**src/hdl/ecs_pkg.sv**
```systemverilog
package ecs_pkg;

  // millisecond counters and configuration registers
  localparam int unsigned CntW = 16;
  localparam logic [CntW-1:0] CntMax = {CntW{1'b1}};
  localparam logic [CntW-1:0] DebounceMsReset = 16'd20;
  localparam logic [CntW-1:0] BlinkHalfMsReset = 16'd250;

  // configuration register indexes
  localparam int unsigned CfgIdxW = 2;
  localparam logic [CfgIdxW-1:0] CfgDebounceMs = 2'd0;
  localparam logic [CfgIdxW-1:0] CfgBlinkHalfMs = 2'd1;

  // color codes
  localparam int unsigned ColorW = 3;
  localparam logic [ColorW-1:0] ColorOff = 3'd0;
  localparam logic [ColorW-1:0] ColorRed = 3'd1;
  localparam logic [ColorW-1:0] ColorGreen = 3'd2;
  localparam logic [ColorW-1:0] ColorBlue = 3'd3;
  localparam logic [ColorW-1:0] ColorWhite = 3'd4;

  // encoder pin states
  localparam logic [1:0] EncIdle = 2'b11;

  // sample of the pins held in the input register
  typedef struct packed {
    logic [1:0] enc;
    logic       button_level;
    logic       ms_tick;
  } sample_t;

  // debouncer report for the current sample
  typedef struct packed {
    logic press;
  } button_ev_t;

  // encoder report for the current sample
  typedef struct packed {
    logic up;
    logic down;
  } enc_step_t;

  function automatic logic [CntW-1:0] sat_inc(input logic [CntW-1:0] v);
    sat_inc = (v == CntMax) ? CntMax : v + 1'b1;
  endfunction

endpackage

```
**src/hdl/ecs_in_if.sv**
```systemverilog
interface ecs_in_if;
  logic valid;
  logic ready;
  logic enc_a;
  logic enc_b;
  logic button_level;
  logic ms_tick;

  modport source (output valid, enc_a, enc_b, button_level, ms_tick, input ready);
  modport sink (input valid, enc_a, enc_b, button_level, ms_tick, output ready);
endinterface

```
**src/hdl/ecs_out_if.sv**
```systemverilog
interface ecs_out_if;
  logic       valid;
  logic       ready;
  logic       red_on;
  logic       green_on;
  logic       blue_on;
  logic [2:0] color_index;
  logic       select_mode;

  modport source (output valid, red_on, green_on, blue_on, color_index, select_mode,
                  input ready);
  modport sink (input valid, red_on, green_on, blue_on, color_index, select_mode,
                output ready);
endinterface

```
**src/hdl/ecs_debounce.sv**
```systemverilog
module ecs_debounce (
  input  logic                     clk_i,
  input  logic                     rst_ni,
  input  logic                     adv_i,
  input  ecs_pkg::sample_t         sample_i,
  input  logic [ecs_pkg::CntW-1:0] debounce_ms_i,
  output ecs_pkg::button_ev_t      ev_o
);
  import ecs_pkg::*;

  logic            last_raw_q, last_raw_d;
  logic            deb_q, deb_d;
  logic [CntW-1:0] since_q, since_d;
  logic            accept;

  // count held time, restart on a raw level change, accept a stable new level
  always_comb begin
    since_d = sample_i.ms_tick ? sat_inc(since_q) : since_q;
    last_raw_d = last_raw_q;
    if (sample_i.button_level != last_raw_q) begin
      since_d = '0;
      last_raw_d = sample_i.button_level;
    end
    accept = (since_d >= debounce_ms_i) && (deb_q != sample_i.button_level);
    deb_d = accept ? sample_i.button_level : deb_q;
    ev_o.press = accept && !sample_i.button_level;
  end

  // advance on each request that moves on
  always_ff @(posedge clk_i or negedge rst_ni) begin
    if (!rst_ni) begin
      last_raw_q <= 1'b1;
      deb_q <= 1'b1;
      since_q <= '0;
    end else if (adv_i) begin
      last_raw_q <= last_raw_d;
      deb_q <= deb_d;
      since_q <= since_d;
    end
  end

endmodule

```
**src/hdl/ecs_encoder.sv**
```systemverilog
module ecs_encoder (
  input  logic               clk_i,
  input  logic               rst_ni,
  input  logic               adv_i,
  input  logic [1:0]         enc_i,
  input  logic               locked_i,
  input  logic               toggle_i,
  output ecs_pkg::enc_step_t step_o
);
  import ecs_pkg::*;

  logic [1:0]        last_q;
  logic signed [1:0] count_q, count_d;
  logic signed [2:0] dir;
  logic signed [2:0] sum;

  // decode one quarter step from the previous and current pin states
  always_comb begin
    case ({last_q, enc_i})
      4'b0001, 4'b0111, 4'b1110, 4'b1000: dir = -3'sd1;
      4'b0010, 4'b1011, 4'b1101, 4'b0100: dir = 3'sd1;
      default:                            dir = 3'sd0;
    endcase
  end

  // accumulate while unlocked, emit a color step on two quarter steps
  always_comb begin
    sum = 3'(count_q) + dir;
    step_o.up = 1'b0;
    step_o.down = 1'b0;
    count_d = count_q;
    if (toggle_i) begin
      count_d = '0;
    end else if (!locked_i) begin
      if (sum == 3'sd2) begin
        step_o.up = 1'b1;
        count_d = '0;
      end else if (sum == -3'sd2) begin
        step_o.down = 1'b1;
        count_d = '0;
      end else begin
        count_d = sum[1:0];
      end
    end
  end

  // store the pin state on every request
  always_ff @(posedge clk_i or negedge rst_ni) begin
    if (!rst_ni) begin
      last_q <= EncIdle;
      count_q <= '0;
    end else if (adv_i) begin
      last_q <= enc_i;
      count_q <= count_d;
    end
  end

endmodule

```
**src/hdl/encoder_color_selector.sv**
```systemverilog
// Rotary color chooser: each request carries one sample of the quadrature pins, the
// active-low button and a millisecond tick, and yields one result with the RGB drive,
// the color index and the select flag. A request is taken every clock cycle; its
// result passes through the input register and then the result register, and
// back-pressure on the result side stalls the input side only once both registers
// hold data. Outside select mode two quarter steps move the color, a debounced press
// with a color set toggles select mode, which blinks the LEDs with half period blink_half_ms.
// Configuration: index 0 debounce_ms, index 1 blink_half_ms; write only when idle.
module encoder_color_selector (
  input  logic                        clk_i,
  input  logic                        rst_ni,
  input  logic                        cfg_we_i,
  input  logic [ecs_pkg::CfgIdxW-1:0] cfg_idx_i,
  input  logic [ecs_pkg::CntW-1:0]    cfg_data_i,
  ecs_in_if.sink                      in_i,
  ecs_out_if.source                   out_o
);
  import ecs_pkg::*;

  logic            s1_v_q;
  sample_t         s1_q;
  logic            out_v_q;
  logic            out_free, s1_adv;

  logic [CntW-1:0] debounce_ms_q, blink_half_ms_q;

  logic [ColorW-1:0] color_q, color_d;
  logic              locked_q, locked_d;
  logic              phase_q, phase_d;
  logic [CntW-1:0]   since_blink_q, since_blink_d;
  logic              toggle;
  logic [ColorW-1:0] show;

  button_ev_t btn_ev;
  enc_step_t  enc_step;

  logic              red_q, green_q, blue_q, select_q;
  logic [ColorW-1:0] color_out_q;

  // handshake: input register refills while the result register drains
  assign out_free = !out_v_q || out_o.ready;
  assign s1_adv = s1_v_q && out_free;
  assign in_i.ready = !s1_v_q || out_free;

  // configuration registers
  always_ff @(posedge clk_i or negedge rst_ni) begin
    if (!rst_ni) begin
      debounce_ms_q <= DebounceMsReset;
      blink_half_ms_q <= BlinkHalfMsReset;
    end else if (cfg_we_i) begin
      case (cfg_idx_i)
        CfgDebounceMs:  debounce_ms_q <= cfg_data_i;
        CfgBlinkHalfMs: blink_half_ms_q <= cfg_data_i;
        default:        ;
      endcase
    end
  end

  // input register
  always_ff @(posedge clk_i or negedge rst_ni) begin
    if (!rst_ni) begin
      s1_v_q <= 1'b0;
    end else if (in_i.valid && in_i.ready) begin
      s1_v_q <= 1'b1;
    end else if (s1_adv) begin
      s1_v_q <= 1'b0;
    end
  end

  always_ff @(posedge clk_i) begin
    if (in_i.valid && in_i.ready) begin
      s1_q.enc <= {in_i.enc_a, in_i.enc_b};
      s1_q.button_level <= in_i.button_level;
      s1_q.ms_tick <= in_i.ms_tick;
    end
  end

  ecs_debounce u_debounce (
    .clk_i         (clk_i),
    .rst_ni        (rst_ni),
    .adv_i         (s1_adv),
    .sample_i      (s1_q),
    .debounce_ms_i (debounce_ms_q),
    .ev_o          (btn_ev)
  );

  assign toggle = btn_ev.press && (color_q != ColorOff);

  ecs_encoder u_encoder (
    .clk_i    (clk_i),
    .rst_ni   (rst_ni),
    .adv_i    (s1_adv),
    .enc_i    (s1_q.enc),
    .locked_i (locked_q),
    .toggle_i (toggle),
    .step_o   (enc_step)
  );

  // color, lock and blink update
  always_comb begin
    locked_d = locked_q ^ toggle;
    since_blink_d = s1_q.ms_tick ? sat_inc(since_blink_q) : since_blink_q;
    phase_d = phase_q;
    if (toggle) begin
      since_blink_d = '0;
      phase_d = 1'b0;
    end
    color_d = color_q;
    if (enc_step.up) begin
      color_d = (color_q >= ColorWhite) ? ColorOff : color_q + 1'b1;
    end else if (enc_step.down) begin
      color_d = (color_q == ColorOff) ? ColorWhite : color_q - 1'b1;
    end
    if (locked_d && (since_blink_d >= blink_half_ms_q)) begin
      since_blink_d = '0;
      phase_d = !phase_d;
    end
    show = (!locked_d || phase_d) ? color_d : ColorOff;
  end

  always_ff @(posedge clk_i or negedge rst_ni) begin
    if (!rst_ni) begin
      color_q <= ColorOff;
      locked_q <= 1'b0;
      phase_q <= 1'b0;
      since_blink_q <= '0;
    end else if (s1_adv) begin
      color_q <= color_d;
      locked_q <= locked_d;
      phase_q <= phase_d;
      since_blink_q <= since_blink_d;
    end
  end

  // result register
  always_ff @(posedge clk_i or negedge rst_ni) begin
    if (!rst_ni) begin
      out_v_q <= 1'b0;
    end else if (s1_adv) begin
      out_v_q <= 1'b1;
    end else if (out_o.ready) begin
      out_v_q <= 1'b0;
    end
  end

  always_ff @(posedge clk_i) begin
    if (s1_adv) begin
      red_q <= (show == ColorRed) || (show == ColorWhite);
      green_q <= (show == ColorGreen) || (show == ColorWhite);
      blue_q <= (show == ColorBlue) || (show == ColorWhite);
      color_out_q <= color_d;
      select_q <= locked_d;
    end
  end

  assign out_o.valid = out_v_q;
  assign out_o.red_on = red_q;
  assign out_o.green_on = green_q;
  assign out_o.blue_on = blue_q;
  assign out_o.color_index = color_out_q;
  assign out_o.select_mode = select_q;

endmodule
```
**src/flat_wrapper.sv**
```systemverilog
// flat-port wrapper written by rule: the top's interface ports become plain ports
module encoder_color_selector_flat import ecs_pkg::*;
  (clk_i, rst_ni, cfg_we_i, cfg_idx_i, cfg_data_i, in_i_valid, in_i_enc_a, in_i_enc_b, in_i_button_level, in_i_ms_tick, in_i_ready, out_o_valid, out_o_red_on, out_o_green_on, out_o_blue_on, out_o_color_index, out_o_select_mode, out_o_ready);
  ecs_in_if in_i_i ();
  ecs_out_if out_o_i ();
  input  logic clk_i;
  input  logic rst_ni;
  input  logic cfg_we_i;
  input  logic [ecs_pkg::CfgIdxW-1:0] cfg_idx_i;
  input  logic [ecs_pkg::CntW-1:0] cfg_data_i;
  input wire logic [$bits(in_i_i.valid)-1:0] in_i_valid;
  input wire logic [$bits(in_i_i.enc_a)-1:0] in_i_enc_a;
  input wire logic [$bits(in_i_i.enc_b)-1:0] in_i_enc_b;
  input wire logic [$bits(in_i_i.button_level)-1:0] in_i_button_level;
  input wire logic [$bits(in_i_i.ms_tick)-1:0] in_i_ms_tick;
  output wire logic [$bits(in_i_i.ready)-1:0] in_i_ready;
  output wire logic [$bits(out_o_i.valid)-1:0] out_o_valid;
  output wire logic [$bits(out_o_i.red_on)-1:0] out_o_red_on;
  output wire logic [$bits(out_o_i.green_on)-1:0] out_o_green_on;
  output wire logic [$bits(out_o_i.blue_on)-1:0] out_o_blue_on;
  output wire logic [$bits(out_o_i.color_index)-1:0] out_o_color_index;
  output wire logic [$bits(out_o_i.select_mode)-1:0] out_o_select_mode;
  input wire logic [$bits(out_o_i.ready)-1:0] out_o_ready;
  assign in_i_i.valid = in_i_valid;
  assign in_i_i.enc_a = in_i_enc_a;
  assign in_i_i.enc_b = in_i_enc_b;
  assign in_i_i.button_level = in_i_button_level;
  assign in_i_i.ms_tick = in_i_ms_tick;
  assign in_i_ready = in_i_i.ready;
  assign out_o_valid = out_o_i.valid;
  assign out_o_red_on = out_o_i.red_on;
  assign out_o_green_on = out_o_i.green_on;
  assign out_o_blue_on = out_o_i.blue_on;
  assign out_o_color_index = out_o_i.color_index;
  assign out_o_select_mode = out_o_i.select_mode;
  assign out_o_i.ready = out_o_ready;
  encoder_color_selector u_core (.clk_i(clk_i), .rst_ni(rst_ni), .cfg_we_i(cfg_we_i), .cfg_idx_i(cfg_idx_i), .cfg_data_i(cfg_data_i), .in_i(in_i_i), .out_o(out_o_i));
endmodule
```
**config.mk**
```make
export PLATFORM = sky130hd
export DESIGN_NAME = encoder_color_selector_flat
export DESIGN_NICKNAME = d
export VERILOG_FILES = /design/src/hdl/ecs_pkg.sv /design/src/hdl/ecs_in_if.sv /design/src/hdl/ecs_out_if.sv /design/src/hdl/ecs_debounce.sv /design/src/hdl/ecs_encoder.sv /design/src/hdl/encoder_color_selector.sv /design/src/flat_wrapper.sv
export SDC_FILE = /design/constraint.sdc
export NUM_CORES = 1
export LEC_CHECK = 0
export BUFFER_PORTS_ARGS = -buffer_cell sky130_fd_sc_hd__buf_4
export CAP_MARGIN = 20
export CORE_UTILIZATION = 65
export DETAILED_ROUTE_END_ITERATION = 10
export PLACE_DENSITY = 0.85
export SLEW_MARGIN = 25
export SYNTH_ARGS = -nofsm -noshare
export SYNTH_HDL_FRONTEND = slang
export SYNTH_SLANG_ARGS = --single-unit
```
**constraint.sdc**
```tcl
create_clock -name clk_i -period 8.9 [get_ports clk_i]
set_input_delay 0 -clock clk_i [delete_from_list [all_inputs] [get_ports clk_i]]
set_output_delay 0 -clock clk_i [all_outputs]
set_load 0.01 [all_outputs]
```
==> Word-level counts from Yosys, hierarchy flattened <==
Memory sizes are Yosys's and may differ from the RTL's.
Cells that the tools add are included.
{ "totals": {"output_inout_bits": 9, "mem_count": 1, "word_cells": 97, "in_bits": 27, "rom_bits": 48, "reg_bits": 88} }
{ "memory_table": {"columns": ["memory", "words", "word_bits", "read_ports", "rd_clocked_by_memory_dff", "write_ports", "line", "rtl"], "rows": [
  ["(no name shown)", 16, 3, 1, 0, 0, "ecs_encoder.sv:19", "case ({last_q, enc_i})"]
]} }
{ "op_classes": {"n_reduce_logical": 27, "magnitude_cmp": 3, "add_sub_neg": 5, "n_eq_ne": 12, "n_bitwise": 1, "muxes": 27} }
{ "ops": {"columns": ["cell", "n"], "rows": [
  ["$mux 16", 7],
  ["$add 16x1->16 const B", 2],
  ["$eq 16x16->1 const B", 2],
  ["$ge 16x16->1", 2],
  ["$mux 3", 5],
  ["$mux 2", 6],
  ["$reduce_and 2->1", 5],
  ["$eq 3x2->1 const B", 3],
  ["$mux 1", 9],
  ["$eq 3x3->1 const B", 2],
  ["$logic_and 1x1->1", 6],
  ["$logic_or 1x1->1", 6],
  ["$logic_not 1->1", 5],
  ["$reduce_bool 2->1", 2],
  ["$add 2x3->3", 1],
  ["$add 3x1->3 const B", 1],
  ["$eq 3x1->1 const B", 1],
  ["$ge 3x3->1 const B", 1],
  ["$logic_not 3->1", 1],
  ["$reduce_bool 3->1", 1],
  ["$sub 3x1->3 const B", 1],
  ["$eq 2x1->1 const B", 1],
  ["$logic_not 2->1", 1],
  ["$ne 1x1->1", 2],
  ["other kinds (2)", 2]
]} }

==> Logic depth before layout (Yosys ltp) <==
{ "depth": {"word_depth": 16, "mapped_depth": 25, "depth_no_buf": 23} }

==> Hierarchy <==
From an unflattened synthesis, not the netlist that was laid out.
{ "unflattened": {"cells_unflattened": 586, "hier_area_um2": 5739.3} }
{ "modules_own_cells": {"columns": ["mod", "instances", "area_each_um2", "seq_area_each_um2", "cells_per_inst"], "rows": [
  ["encoder_color_selector", 1, 3722.3, 1716.6, 347],
  ["ecs_debounce", 1, 1680.4, 452.9, 210],
  ["ecs_encoder", 1, 336.6, 102.6, 29]
]} }

==> Least setup slack after synthesis <==
OpenSTA, ideal clock, no wires.
{ "synth_timing": {"path_kind": "flip-flop to flip-flop", "from": "register u_core.u_debounce.since_q[0]", "to": "register u_core.since_blink_q[14]", "stages_incl_launch_ff": 24, "arrival_time_ns": 5.057, "setup_ns": 0.066, "period_less_slack_ns": 5.123, "n_path_buf": 4, "setup_slack_ns": 3.777, "required_ns": 8.834, "path_cell_list": "dfrtp_1 -> ha_1 -> nand2_1 -> nor2_1 -> nand3_1 -> or3_1 -> clkbuf_1 -> a21oi_1 -> ha_1 -> and3_1 -> o311a_1 -> o21ai_1 -> a31oi_4 -> buf_4 -> buf_4 -> a21oi_1 -> ha_1 -> and4_1 -> a221o_1 -> nor4b_2 -> nor3_2 -> nor2_1 -> buf_2 -> a22o_1"} }
{ "synth_via": {"elab_chain_cells": 12, "elab_cells_between_ends": 14, "cone_classes": "add/sub (1); order compare (2); eq/ne (1); mux (5); bitwise (1); reduce/logical (4)"} }
{ "synth_lines": {"columns": ["element", "line", "rtl"], "rows": [
  ["start: declaration", "ecs_debounce.sv:13", "logic [CntW-1:0] since_q, since_d;"],
  ["start signal: assignment", "ecs_debounce.sv:38", "since_q <= since_d;"],
  ["$add 16x1->16 or $eq 16x16->1 (tied branches)", "ecs_pkg.sv:44", "sat_inc = (v == CntMax) ? CntMax : v + 1'b1;"],
  ["$mux 16 (*)", "ecs_pkg.sv:44", null],
  ["$mux 16 (*)", "ecs_debounce.sv:18", "since_d = sample_i.ms_tick ? sat_inc(since_q) : since_q;"],
  ["$mux 16 (*)", "ecs_debounce.sv:20", "if (sample_i.button_level != last_raw_q) begin"],
  ["net u_core.u_debounce.since_d[6]", "ecs_debounce.sv:13", null],
  ["$ge 16x16->1 (*)", "ecs_debounce.sv:24", "accept = (since_d >= debounce_ms_i) && (deb_q != sample_i.button_level);"],
  ["$logic_and 1x1->1 (*)", "ecs_debounce.sv:24", null],
  ["$logic_and 1x1->1 (*)", "ecs_debounce.sv:26", "ev_o.press = accept && !sample_i.button_level;"],
  ["$logic_and 1x1->1 (*)", "encoder_color_selector.sv:87", "assign toggle = btn_ev.press && (color_q != ColorOff);"],
  ["$mux 16", "encoder_color_selector.sv:104", "if (toggle) begin"],
  ["$ge 16x16->1", "encoder_color_selector.sv:114", "if (locked_d && (since_blink_d >= blink_half_ms_q)) begin"],
  ["$logic_and 1x1->1", "encoder_color_selector.sv:114", null],
  ["$mux 16 (*)", "encoder_color_selector.sv:114", null],
  ["end signal: assignment", "encoder_color_selector.sv:131", "since_blink_q <= since_blink_d;"],
  ["end: declaration", "encoder_color_selector.sv:30", "logic [CntW-1:0] since_blink_q, since_blink_d;"]
]} }
Mark *: on every way through the listed nets, which the timed path passes. The rest lies on a longest branch.
A chain may end at the register's enable or synchronous reset.

==> Worst setup path in the final report <==
{ "layout_timing": {"from": "register u_core.s1_q[0] (netlist bit)", "to": "register u_core.since_blink_q[14]"} }
{ "layout_via": {"elab_chain_cells": 10, "elab_cells_between_ends": 12, "cone_classes": "order compare (2); mux (5); bitwise (1); reduce/logical (4)"} }
{ "layout_lines": {"columns": ["element", "line", "rtl"], "rows": [
  ["start: declaration", "encoder_color_selector.sv:21", "sample_t s1_q;"],
  ["$mux 16 (*)", "ecs_debounce.sv:18", null],
  ["$mux 16 (*)", "ecs_debounce.sv:20", null],
  ["net u_core.u_debounce.since_d[13]", "ecs_debounce.sv:13", null],
  ["$ge 16x16->1 (*)", "ecs_debounce.sv:24", null],
  ["$logic_and 1x1->1 (*)", "ecs_debounce.sv:24", null],
  ["$logic_and 1x1->1 (*)", "ecs_debounce.sv:26", null],
  ["$logic_and 1x1->1 (*)", "encoder_color_selector.sv:87", null],
  ["$mux 16", "encoder_color_selector.sv:104", null],
  ["$ge 16x16->1", "encoder_color_selector.sv:114", null],
  ["$logic_and 1x1->1", "encoder_color_selector.sv:114", null],
  ["$mux 16 (*)", "encoder_color_selector.sv:114", null]
]} }
Marks and branches as above.

==> results.cfg <==
[outcome]
status = completed

[timing]
max_freq_mhz = 158
max-slew-margin-rel_pct = 32.3
tns_ps = 0
hold_viol = 0
final_max_slew_viol_count = 0
rsz0062_at_grt = no
fin_skew_ps = 10.8
finalSetupViolations = 0
timing.final.crit_period_ps = 6310
worst-slew-pin-transition_ps = 1010
finalCritPeriodShare_pct = 70.9

[die]
die_height_um = 92.1
start_util_pct = 67.9
dieArea_mm2 = 0.00848
die_x_um = 92.1
io_pins = 36
rows = 32
coreArea_mm2 = 0.00777

[critical_path]
r2r_cells = 18
arrival_ps = 6620
cp-end-kind = flip-flop
crit_fanout = 23
timing.rr.start = u_core.s1_q[0]
worst-r2r-setup-slack_ps = 2590
required_ps = 9210
cp-start-kind = flip-flop
r2r_end = u_core.since_blink_q[14]
critPathKind = reg -> reg

[placement]
dp_hpwl_um = 8070
numPortBuffers = 35
gp_congestion = 0.883
placedCellCount = 648

[route]
drc = 0
drt-total-wl_um = 11600
wl_per_cell_um = 16.8
vias = 4212
final_antenna_net_count = 0
drt_iter0_markers = 191
viasPerCell = 6.12
first_pass_iters = 5

[logic_synthesis]
ys_types = 59
synth_cells = 526
synth_warnings = 0
synth_fp_nets = 598
syn_area_per_cell_um2 = 10.0
syn_area_mm2 = 0.00527
synth_edf_count = 11
yosysSeqAreaShare_pct = 43.1
synthFlopType = dfrtp_1
ys_ff_latch = 88
ys_async_sr_fraction_pct = 87.5

[clock_network]
clk_latency_ps = 370
ctsHoldBuffers = 24
cts_buffer_depth = 2
cts_root_buffer = clkbuf_8
clk_pin_slew_worst_paths_ps = 100
cts_htree_levels = 3
cts_resized = 0
cts_setup_buffers = 0
clock_sinks = 88
cts_tree = done
cts_made_buffers = 9

[layout]
syn_to_final_growth_pct = 14.9
diodes = 0
layout.cells.non_filler = 688
layout-drive-gt1-share_pct = 18.6
fin_nets = 653

[global_routing]
grt_pass1_wl_um = 19400
use_met3_pct = 4.56
grt_use_total_pct = 29.5
grt_start_max_net_pins = 78
grt.busiest_layer = met2
met2_usage_pct = 52.5
antenna_found_initial = 0
grt_overflow = 0
use_met1_pct = 35.6
grt_pass1_vias = 4229

[worst_hold_path]
min_from = cfg_idx_i[1]
holdPathEnd = u_core.debounce_ms_q[9]
hold_path_depth = 4
hold_path_class = in -> reg

[power]
p_switching_w = 0.000450
pwr-share-seq_pct = 43.0
pwr-share-clk_pct = 22.4
ir_worst_vdd_mv = 0.105
intPower_w = 0.000814
comb_power_share_pct = 34.5
p_leak_nw = 2.74
cellPowerDensity_mw_per_mm2 = 209
swShare_pct = 35.6

[run]
maxCapViolCount = 0
[synthesized netlist by cell type, types with 4 or more instances]
cell type / number / area share (%)
o31ai_1: 7 / 1.0
clkbuf_1: 13 / 0.93
xnor2_1: 12 / 2.0
a22o_1: 16 / 2.7
nand3_1: 18 / 1.7
inv_1: 42 / 3.0
nor3_1: 6 / 0.57
o21ai_0: 33 / 3.1
dfstp_2: 12 / 6.0
nor2_1: 27 / 1.9
dfrtp_1: 65 / 31
and4_1: 8 / 1.3
mux2_2: 31 / 6.6
nand2_1: 55 / 3.9
mux2i_1: 4 / 0.76
ha_1: 44 / 10
a211oi_1: 5 / 0.71
nand4_1: 7 / 0.83
xor2_1: 15 / 2.5
nand2b_1: 5 / 0.59
a21oi_1: 33 / 3.1
and2_1: 4 / 0.47
edfxtp_1: 11 / 6.3
[worst max-delay path by stage]
stage	startpoint	endpoint
floorplan	u_core.u_debounce.since_q[0]	u_core.since_blink_q[14]
global placement	u_core.s1_q[0]	u_core.since_blink_q[9]
detailed placement	u_core.s1_q[0]	u_core.since_blink_q[14]
CTS	u_core.s1_q[0]	u_core.since_blink_q[14]
global route	u_core.s1_q[0]	u_core.since_blink_q[14]
finish	u_core.s1_q[0]	u_core.since_blink_q[14]
[layout by cell type (no fill, tap or decap), types with 3 or more instances in the layout]
master / count
a211oi_1: 5
a21oi_1: 33
a221o_1: 3
a22o_1: 16
and2_1: 4
and3_1: 3
and4_1: 8
buf_4: 37
clkbuf_8: 9
dfrtp_1: 65
dfstp_2: 12
dlygate4sd3_1: 24
edfxtp_1: 11
ha_1: 44
inv_1: 42
mux2_2: 31
mux2i_1: 4
nand2_1: 55
nand2b_1: 5
nand3_1: 18
nand3b_1: 3
nand4_1: 7
nor2_1: 27
nor3_1: 6
o21ai_0: 33
o31ai_1: 7
xnor2_1: 12
xor2_1: 15
[registers in the layout, summed over array words and instances (netlist names)]
| signal | count |
|---|---|
| u_core.blink_half_ms_q | 16 |
| u_core.debounce_ms_q | 16 |
| u_core.since_blink_q | 16 |
| u_core.u_debounce.since_q | 16 |
| u_core.s1_q | 4 |
| u_core.color_q | 3 |
| u_core.out_o.color_index | 3 |
| u_core.u_encoder.count_q | 2 |
| u_core.u_encoder.last_q | 2 |
| u_core.locked_q | 1 |
| u_core.out_o.blue_on | 1 |
| u_core.out_o.green_on | 1 |
| u_core.out_o.red_on | 1 |
| u_core.out_o.select_mode | 1 |
| u_core.out_o.valid | 1 |
| u_core.phase_q | 1 |
| u_core.s1_v_q | 1 |
| u_core.u_debounce.deb_q | 1 |
| u_core.u_debounce.last_raw_q | 1 |
[stage by stage]
step / hold slack [ps] / instance area, µm² / util (%) / worst slack [ps] / total power, W
6_report: 165 / 6060 / 78.0 / 2590 / 0.00126
5_1_grt: 188 / 6060 / 78.0 / 2280 / 0.00134
4_1_cts: 150 / 6060 / 78.0 / 2750 / 0.00126
3_5_place_dp: 181 / 5610 / 72.3 / 2790 / 0.000972
3_3_place_gp: 179 / 5610 / 72.3 / 3000 / 0.000944
2_1_floorplan: -296 / 5270 / - / 3780 / 0.000847
[layer usage]
layer	share of wire (%)	vias to the layer above
met5	0	-
met4	2.4	0
met3	4.7	25
met2	51	136
met1	41	2074
li1	-	1977
[logic make-up (layout without fill, tap and decap cells)]
| family | after synthesis | after routing | share of synthesized area [%] |
|---|---|---|---|
| AND/OR/NAND/NOR | 151 | 151 | 14.5 |
| AO/OA/AOI/OAI | 117 | 117 | 14.4 |
| flip-flops | 88 | 88 | 43.1 |
| buffers and inverters | 61 | 121 | 4.53 |
| adder cells (fa/ha/maj) | 45 | 45 | 10.8 |
| multiplexers | 37 | 37 | 8.09 |
| XOR/XNOR | 27 | 27 | 4.48 |
[final cells by class]
| class | instances | area (µm²) |
|---|---|---|
| clock buffer | 10 | 149 |
| multi-input combinational | 377 | 2770 |
| sequential | 88 | 2270 |
| inverter | 43 | 161 |
| clock inverter | 6 | 55.1 |
| timing repair buffer | 62 | 529 |
| tap | 102 | 128 |
| fill | 485 | 1710 |
[worst max-delay path, cell delays in order, from the launching register on]
cell      delay, ps
edfxtp_1        600
nand2_1         150
nor2_1          220
nand3_1         130
or3_1           590
a21oi_1         330
ha_1            300
a211oi_1        220
nor2_1           80
a311oi_1        550
a31oi_4         370
a21oi_1         350
ha_1            300
and4_1          190
a221o_1         330
nor4b_2         360
nor3_2          130
nor2_1          780
a22o_1          250
[power groups by stage]
| stage | registers (W) | clock network (W) | logic, W |
|---|---|---|---|
| floorplan | 0.000536 | 0 | 0.000311 |
| global route | 0.000551 | 0.000299 | 0.000488 |
| detailed placement | 0.000550 | 0 | 0.000422 |
| global placement | 0.000545 | 0 | 0.000399 |
| finish | 0.000544 | 0.000284 | 0.000436 |
| CTS | 0.000542 | 0.000285 | 0.000434 |
No activity file was read; power rests on OpenSTA's default activity.
